## config.mk

```make
export PLATFORM = sky130hd
export DESIGN_NAME = sorted_table_binary_search_flat
export DESIGN_NICKNAME = d
export VERILOG_FILES = /design/src/rtl/core/sts_pkg.sv /design/src/rtl/core/sts_if.sv /design/src/rtl/core/sts_ram.sv /design/src/rtl/core/sts_ctrl.sv /design/src/rtl/core/sorted_table_binary_search.sv /design/src/flat_wrapper.sv
export SDC_FILE = /design/constraint.sdc
export NUM_CORES = 1
export LEC_CHECK = 0
export BUFFER_PORTS_ARGS = -buffer_cell sky130_fd_sc_hd__buf_2
export CAP_MARGIN = 20
export CORE_AREA = 2 2 265 267
export DETAILED_ROUTE_END_ITERATION = 6
export DIE_AREA = 0 0 267 269
export PLACE_DENSITY = 0.46
export SLEW_MARGIN = 15
export SYNTH_ARGS = -nofsm -noshare
export SYNTH_HDL_FRONTEND = slang
export SYNTH_SLANG_ARGS = --single-unit
```

## constraint.sdc

```tcl
create_clock -name i_clk -period 14.3 [get_ports i_clk]
set_input_delay 1.43 -clock i_clk [delete_from_list [all_inputs] [get_ports i_clk]]
set_output_delay 1.43 -clock i_clk [all_outputs]
set_load 0.01 [all_outputs]
```

## src/rtl/core/sts_pkg.sv

```systemverilog
// Shared types and constants for the sorted table search block.
// No dependencies.
package sts_pkg;

    localparam int TABLE_DEPTH = 16;
    localparam int ADDR_W      = $clog2(TABLE_DEPTH);
    localparam int KEY_W       = 32;
    localparam int CNT_W       = 5;
    localparam int IDX_W       = 4;

    typedef logic [CNT_W-1:0]  t_cnt;
    typedef logic [ADDR_W-1:0] t_addr;
    typedef logic [KEY_W-1:0]  t_key;

    typedef enum logic {
        CMD_WRITE  = 1'b0,
        CMD_SEARCH = 1'b1
    } t_cmd;

    typedef enum logic [1:0] {
        S_IDLE,
        S_PROBE,
        S_EMPTY
    } t_state;

    typedef struct packed {
        logic  we;
        logic  re;
        t_addr addr;
        t_key  wdata;
    } t_ram_req;

endpackage

```

## src/rtl/core/sts_if.sv

```systemverilog
// Valid/ready channel interfaces for request and response transactions.
// Depends on sts_pkg.
interface sts_req_if;
    logic                           valid;
    logic                           ready;
    logic                           command;
    logic [sts_pkg::IDX_W-1:0]      entry_index;
    logic signed [sts_pkg::KEY_W-1:0] key_value;

    modport source (output valid, command, entry_index, key_value, input ready);
    modport sink   (input valid, command, entry_index, key_value, output ready);
endinterface

interface sts_rsp_if;
    logic                       valid;
    logic                       ready;
    logic                       found;
    logic [sts_pkg::IDX_W-1:0]  position;

    modport source (output valid, found, position, input ready);
    modport sink   (input valid, found, position, output ready);
endinterface

```

## src/rtl/core/sts_ram.sv

```systemverilog
// Key table: single-port synchronous RAM, registered read data.
// Depends on sts_pkg.
module sts_ram (
    input  logic              i_clk,
    input  sts_pkg::t_ram_req i_req,
    output sts_pkg::t_key     o_rdata
);

    sts_pkg::t_key mem [sts_pkg::TABLE_DEPTH];
    sts_pkg::t_key r_rdata;

    always_ff @(posedge i_clk) begin
        if (i_req.we) begin
            mem[i_req.addr] <= i_req.wdata;
        end
        if (i_req.re) begin
            r_rdata <= mem[i_req.addr];
        end
    end

    assign o_rdata = r_rdata;

endmodule

```

## src/rtl/core/sts_ctrl.sv

```systemverilog
// Search sequencer with result register: one probe per cycle against the key RAM while that register is not blocked.
// Depends on sts_pkg and the channel interfaces.
module sts_ctrl (
    input  logic              i_clk,
    input  logic              i_rst_n,
    sts_req_if.sink           i_req,
    sts_rsp_if.source         o_rsp,
    input  sts_pkg::t_cnt     i_entry_count,
    output sts_pkg::t_ram_req o_ram,
    input  sts_pkg::t_key     i_rdata
);

    sts_pkg::t_state r_state, n_state;
    sts_pkg::t_cnt   r_lo, n_lo;
    sts_pkg::t_cnt   r_hi1, n_hi1;
    sts_pkg::t_addr  r_mid, n_mid;
    logic signed [sts_pkg::KEY_W-1:0] r_key, n_key;
    logic            r_out_valid, n_out_valid;
    logic            r_found, n_found;
    sts_pkg::t_addr  r_pos, n_pos;

    sts_pkg::t_cnt   count_sat;
    logic            out_busy;
    logic            hit;
    logic            probe_less;
    logic            accept;

    // midpoint of [lo, hi1)
    function automatic sts_pkg::t_addr f_mid(input sts_pkg::t_cnt lo,
                                             input sts_pkg::t_cnt hi1);
        sts_pkg::t_cnt span;
        sts_pkg::t_cnt m;
        span = hi1 - lo - sts_pkg::CNT_W'(1);
        m    = lo + (span >> 1);
        return m[sts_pkg::ADDR_W-1:0];
    endfunction

    assign count_sat  = (i_entry_count > sts_pkg::CNT_W'(sts_pkg::TABLE_DEPTH)) ?
                        sts_pkg::CNT_W'(sts_pkg::TABLE_DEPTH) : i_entry_count;
    assign out_busy   = r_out_valid && !o_rsp.ready;
    assign hit        = (i_rdata == r_key);
    assign probe_less = ($signed(i_rdata) < r_key);
    assign accept     = i_req.valid && (r_state == sts_pkg::S_IDLE);

    always_ff @(posedge i_clk) begin
        if (!i_rst_n) begin
            r_state     <= sts_pkg::S_IDLE;
            r_out_valid <= 1'b0;
        end else begin
            r_state     <= n_state;
            r_out_valid <= n_out_valid;
        end
        r_lo    <= n_lo;
        r_hi1   <= n_hi1;
        r_mid   <= n_mid;
        r_key   <= n_key;
        r_found <= n_found;
        r_pos   <= n_pos;
    end

    always_comb begin
        n_state     = r_state;
        n_lo        = r_lo;
        n_hi1       = r_hi1;
        n_mid       = r_mid;
        n_key       = r_key;
        n_out_valid = r_out_valid && !o_rsp.ready;
        n_found     = r_found;
        n_pos       = r_pos;
        o_ram.we    = 1'b0;
        o_ram.re    = 1'b0;
        o_ram.addr  = i_req.entry_index[sts_pkg::ADDR_W-1:0];
        o_ram.wdata = i_req.key_value;
        i_req.ready = 1'b0;

        case (r_state)
            sts_pkg::S_IDLE: begin
                i_req.ready = 1'b1;
                if (accept) begin
                    if (i_req.command == sts_pkg::CMD_WRITE) begin
                        o_ram.we = 1'b1;
                    end else begin
                        n_key = i_req.key_value;
                        n_lo  = '0;
                        n_hi1 = count_sat;
                        if (count_sat == '0) begin
                            n_state = sts_pkg::S_EMPTY;
                        end else begin
                            n_mid      = f_mid('0, count_sat);
                            o_ram.re   = 1'b1;
                            o_ram.addr = n_mid;
                            n_state    = sts_pkg::S_PROBE;
                        end
                    end
                end
            end
            sts_pkg::S_PROBE: begin
                // read data holds while the result register is blocked
                if (!out_busy) begin
                    if (hit) begin
                        n_out_valid = 1'b1;
                        n_found     = 1'b1;
                        n_pos       = r_mid;
                        n_state     = sts_pkg::S_IDLE;
                    end else begin
                        if (probe_less) begin
                            n_lo = {1'b0, r_mid} + sts_pkg::CNT_W'(1);
                        end else begin
                            n_hi1 = {1'b0, r_mid};
                        end
                        if (n_lo < n_hi1) begin
                            n_mid      = f_mid(n_lo, n_hi1);
                            o_ram.re   = 1'b1;
                            o_ram.addr = n_mid;
                        end else begin
                            n_out_valid = 1'b1;
                            n_found     = 1'b0;
                            n_pos       = '0;
                            n_state     = sts_pkg::S_IDLE;
                        end
                    end
                end
            end
            sts_pkg::S_EMPTY: begin
                if (!out_busy) begin
                    n_out_valid = 1'b1;
                    n_found     = 1'b0;
                    n_pos       = '0;
                    n_state     = sts_pkg::S_IDLE;
                end
            end
            default: begin
                n_state = sts_pkg::S_IDLE;
            end
        endcase
    end

    assign o_rsp.valid    = r_out_valid;
    assign o_rsp.found    = r_found;
    assign o_rsp.position = r_pos;

endmodule

```

## src/rtl/core/sorted_table_binary_search.sv

```systemverilog
// Write transaction: no response. Search transaction: one probe per cycle, while the
// response register is not blocked, through the single-port key RAM, 0 to 5 probes
// (none for an empty table); response registered after the last probe.
// The response register lets the next transaction in while a result waits.
// Reset (synchronous, active low) clears control and entry_count; table undefined.
module sorted_table_binary_search (
    input  logic                       i_clk,
    input  logic                       i_rst_n,
    sts_req_if.sink                    i_req,
    sts_rsp_if.source                  o_rsp,
    input  logic                       i_cfg_we,
    input  logic [sts_pkg::CNT_W-1:0]  i_cfg_data
);

    sts_pkg::t_cnt     r_entry_count;
    sts_pkg::t_ram_req ram_req;
    sts_pkg::t_key     ram_rdata;

    always_ff @(posedge i_clk) begin
        if (!i_rst_n) begin
            r_entry_count <= '0;
        end else if (i_cfg_we) begin
            r_entry_count <= i_cfg_data;
        end
    end

    sts_ctrl u_ctrl (
        .i_clk         (i_clk),
        .i_rst_n       (i_rst_n),
        .i_req         (i_req),
        .o_rsp         (o_rsp),
        .i_entry_count (r_entry_count),
        .o_ram         (ram_req),
        .i_rdata       (ram_rdata)
    );

    sts_ram u_ram (
        .i_clk   (i_clk),
        .i_req   (ram_req),
        .o_rdata (ram_rdata)
    );

endmodule

```

## src/flat_wrapper.sv

```systemverilog
// flat-port wrapper written by rule: the top's interface ports become plain ports
module sorted_table_binary_search_flat 
  (i_clk, i_rst_n, i_cfg_we, i_cfg_data, i_req_valid, i_req_command, i_req_entry_index, i_req_key_value, i_req_ready, o_rsp_valid, o_rsp_found, o_rsp_position, o_rsp_ready);
  sts_req_if i_req_i ();
  sts_rsp_if o_rsp_i ();
  input  logic i_clk;
  input  logic i_rst_n;
  input  logic i_cfg_we;
  input  logic [sts_pkg::CNT_W-1:0] i_cfg_data;
  input wire logic [$bits(i_req_i.valid)-1:0] i_req_valid;
  input wire logic [$bits(i_req_i.command)-1:0] i_req_command;
  input wire logic [$bits(i_req_i.entry_index)-1:0] i_req_entry_index;
  input wire logic [$bits(i_req_i.key_value)-1:0] i_req_key_value;
  output wire logic [$bits(i_req_i.ready)-1:0] i_req_ready;
  output wire logic [$bits(o_rsp_i.valid)-1:0] o_rsp_valid;
  output wire logic [$bits(o_rsp_i.found)-1:0] o_rsp_found;
  output wire logic [$bits(o_rsp_i.position)-1:0] o_rsp_position;
  input wire logic [$bits(o_rsp_i.ready)-1:0] o_rsp_ready;
  assign i_req_i.valid = i_req_valid;
  assign i_req_i.command = i_req_command;
  assign i_req_i.entry_index = i_req_entry_index;
  assign i_req_i.key_value = i_req_key_value;
  assign i_req_ready = i_req_i.ready;
  assign o_rsp_valid = o_rsp_i.valid;
  assign o_rsp_found = o_rsp_i.found;
  assign o_rsp_position = o_rsp_i.position;
  assign o_rsp_i.ready = o_rsp_ready;
  sorted_table_binary_search u_core (.i_clk(i_clk), .i_rst_n(i_rst_n), .i_req(i_req_i), .o_rsp(o_rsp_i), .i_cfg_we(i_cfg_we), .i_cfg_data(i_cfg_data));
endmodule
```

==> results.ini <==
[status]
status = complete, but fails checks
violations = design-rule violations

[sta]
skew_ns = 0.0282
finalCritPeriodShare_pct = 57.1
worst_slew_pin_slew_ns = 1.05
final.min_clock_period_ns = 8.17
setup-violations-final = 0
slew_headroom_pct = 30.3
clock.fmax_mhz = 122
rsz0062_at_grt = false
hold_viol_final = 0
setup_ws_ns = 6.13
final_max_slew_viol_count = 0
tns_ns = 0

[routing]
vias_per_cell = 5.38
drt_iter0_markers = 1583
routedWlPerCell_um = 24.2
postRouteAntennaNets = 0
first_pass_iters = 7
finalWirelength_um = 60300
dr_total_vias = 13400
drc = 1

[power_and_ir_drop]
powerDensity_mw_per_mm2 = 179
total_leakage_power_nw = 9.39
total_power_mw = 4.95
peakVddDrop_v = 0.0000851

[finish]
fin_nets = 1595
diodes = 0
drive_gt1_share_pct = 16.6
area_delta_synth_final_pct = 15.2
fill_cells = 6305
seqCellArea_mm2 = 0.0180
fin_area_mm2 = 0.0276
multi_input_area_mm2 = 0.00555

[synthesis]
synthCells = 1427
yosysWarnings = 0
yosysSeqAreaShare_pct = 75.2
synth-seq-cells = 603
synth_edf_count = 595
syn_nets = 1520
ys.flop_type = edfxtp_1
netlist_area_mm2 = 0.0240
async_flop_share_pct = 0
synth.distinct_cells = 75
synth.avg_cell_area_um2 = 16.8

[global_route]
antenna_found_initial = 2
grtUsageTotal_pct = 16.9
grt_pass1_wl_um = 89400
grt_max_degree = 74
grt_pass1_vias = 13500
grt_overflow = 0

[clocking]
cts_tree = built
htree_levels = 3
clk_pin_slew_ns = 0.06
cts_made_buffers = 68
ctsHoldBuffers = 0
postCtsSetupBuffers = 0
cts_resized = 0
clock_sinks = 603
root_buffer = clkbuf_16
clk_latency_ns = 0.61
cts_buffer_depth = 3

[floorplan]
core_area_mm2 = 0.0693
chipWidth_um = 267
io_pins = 54
fp.dieArea_mm2 = 0.0718
initial_core_util_pct = 34.6
rows = 97
fp.dieH_um = 269

[min_path]
hp-class = reg2reg
hp-start = u_core.r_entry_count[1]

[setup_path]
cp.arrival_ns = 8.40
cp_data_required_time_ns = 14.53
rr_startpoint = u_core.u_ram.o_rdata[19]
critPathMaxFanout = 60
start_kind = register
crit_type = reg2reg
crit_start = u_core.u_ram.o_rdata[19]
worstSetupEndpointType = register

[place]
port_buffers = 53
placed_area_mm2 = 0.0254
place_ws_ns = 6.15
gp_congestion = 0.804
hpwl_um = 32800

[run]
cap_violations = 0

## state kept, by name, indices dropped and copies added (netlist names), 4 cells and up
name                          count
u_core.u_ctrl.r_lo                5
u_core.u_ctrl.r_hi1               5
u_core.u_ram.mem                512
u_core.r_entry_count              5
u_core.u_ram.o_rdata             32
u_core.u_ctrl.r_mid               4
u_core.u_ctrl.r_key              32
u_core.u_ctrl.o_rsp.position      4
## power breakdown
| group | leakage, nW | switching [mW] | internal, mW | total, mW |
|---|---|---|---|---|
| logic | 2.86 | 0.717 | 0.441 | 1.16 |
| clock network | 1.08 | 0.696 | 1.02 | 1.72 |
| registers | 5.46 | 0.0242 | 2.05 | 2.08 |
| total | 9.39 | 1.44 | 3.52 | 4.95 |
## synth_stat cells, types with 3 or more instances
cell type / count / area [µm²]
edfxtp_1: 595 / 17900
a222oi_1: 128 / 1280
nand2_1: 96 / 360
clkbuf_1: 51 / 191
ha_1: 46 / 576
inv_1: 46 / 173
and2_1: 44 / 275
mux2i_1: 42 / 420
and3_1: 39 / 244
a211o_1: 33 / 289
mux2_2: 33 / 372
a32oi_1: 32 / 280
a21oi_1: 31 / 155
nor2_1: 30 / 113
buf_2: 23 / 115
o21ai_0: 16 / 80.1
nand3_1: 12 / 60.1
xnor2_1: 9 / 78.8
dfxtp_1: 8 / 160
nand4_1: 8 / 50.1
nor2b_1: 8 / 50.1
nor3_1: 8 / 40.0
a21o_1: 6 / 45.0
nand2b_1: 5 / 31.3
and4_1: 4 / 35.0
o31ai_1: 4 / 30.0
a211oi_1: 3 / 22.5
a2bb2oi_1: 3 / 26.3
a31oi_1: 3 / 18.8
buf_1: 3 / 11.3
buf_4: 3 / 22.5
o211ai_1: 3 / 22.5
o22ai_1: 3 / 18.8
## placed cells by master, fill, tap and decap left out, types with 13 or more instances in the layout
cell type  count
mux2_2        33
clkinv_1      13
a222oi_1     128
a32oi_1       32
inv_1         46
buf_4         34
mux2i_1       42
o21ai_0       16
and3_1        32
a211o_1       33
a21oi_1       29
nand2_1       94
nor2_1        28
buf_2         53
and2_1        43
ha_1          46
clkbuf_16     71
edfxtp_1     595
## kinds of logic after synthesis
group           Yosys count  share of synthesized area (%)
buf+inv                 129                           2.25
flops                   603                           75.2
mux                      78                           3.48
fa+ha+maj                47                           2.44
xor+xnor                 12                          0.469
simple gates            269                           5.80
compound gates          289                           10.4
## worst paths after layout
check | end | cells after the start | slack (ns)
max | u_core.u_ram.mem[11][19] | 20 | 6.13
min reg2reg | u_core.r_entry_count[1] | 2 | 0.55
min | u_core.r_entry_count[1] | 2 | 0.55
max reg2reg | u_core.u_ram.mem[11][19] | 20 | 6.13
## metrics by stage
stage	hold WS, ns	util [%]	cells
2_1_floorplan	0.507	-	1427
3_3_place_gp	0.553	36.7	2372
3_5_place_dp	0.544	36.7	2372
4_1_cts	0.557	39.9	2492
5_1_grt	0.600	39.9	2492
6_report	0.551	39.9	2492
## worst max-delay path, stage by stage (launching register included)
cell and delay [ns]:
edfxtp_1 0.36, ha_1 0.31, a21oi_1 0.15, o21ai_0 0.12
a221oi_1 0.69, o22ai_2 0.23, nor3_4 0.18, buf_4 0.29
mux2i_1 0.41, inv_1 0.08, ha_1 0.37, a21o_1 0.18
a21oi_1 0.25, or4bb_1 0.55, mux2i_2 0.41, nand2_2 0.18
mux2_4 0.48, buf_4 0.63, buf_4 0.76, and3_2 0.59
buf_4 0.48
## cell type report
class | count | share of cell area [%]
flip-flops and latches | 603 | 65.2
multi-input cells | 695 | 20.1
clock buffers | 83 | 6.63
well taps | 940 | 4.26
repair buffers | 87 | 1.88
clock inverters | 37 | 1.30
inverters | 47 | 0.638
## per-layer routing
metal	track usage, %	part of all wire (%)	vias up
met1	24.1	47	6917
met5	0	0.013	-
met3	2.88	4.9	84
li1	-	-	6034
met4	4.28	2.0	2
met2	27.0	46	358
No activity file was read; power rests on OpenSTA's default activity.
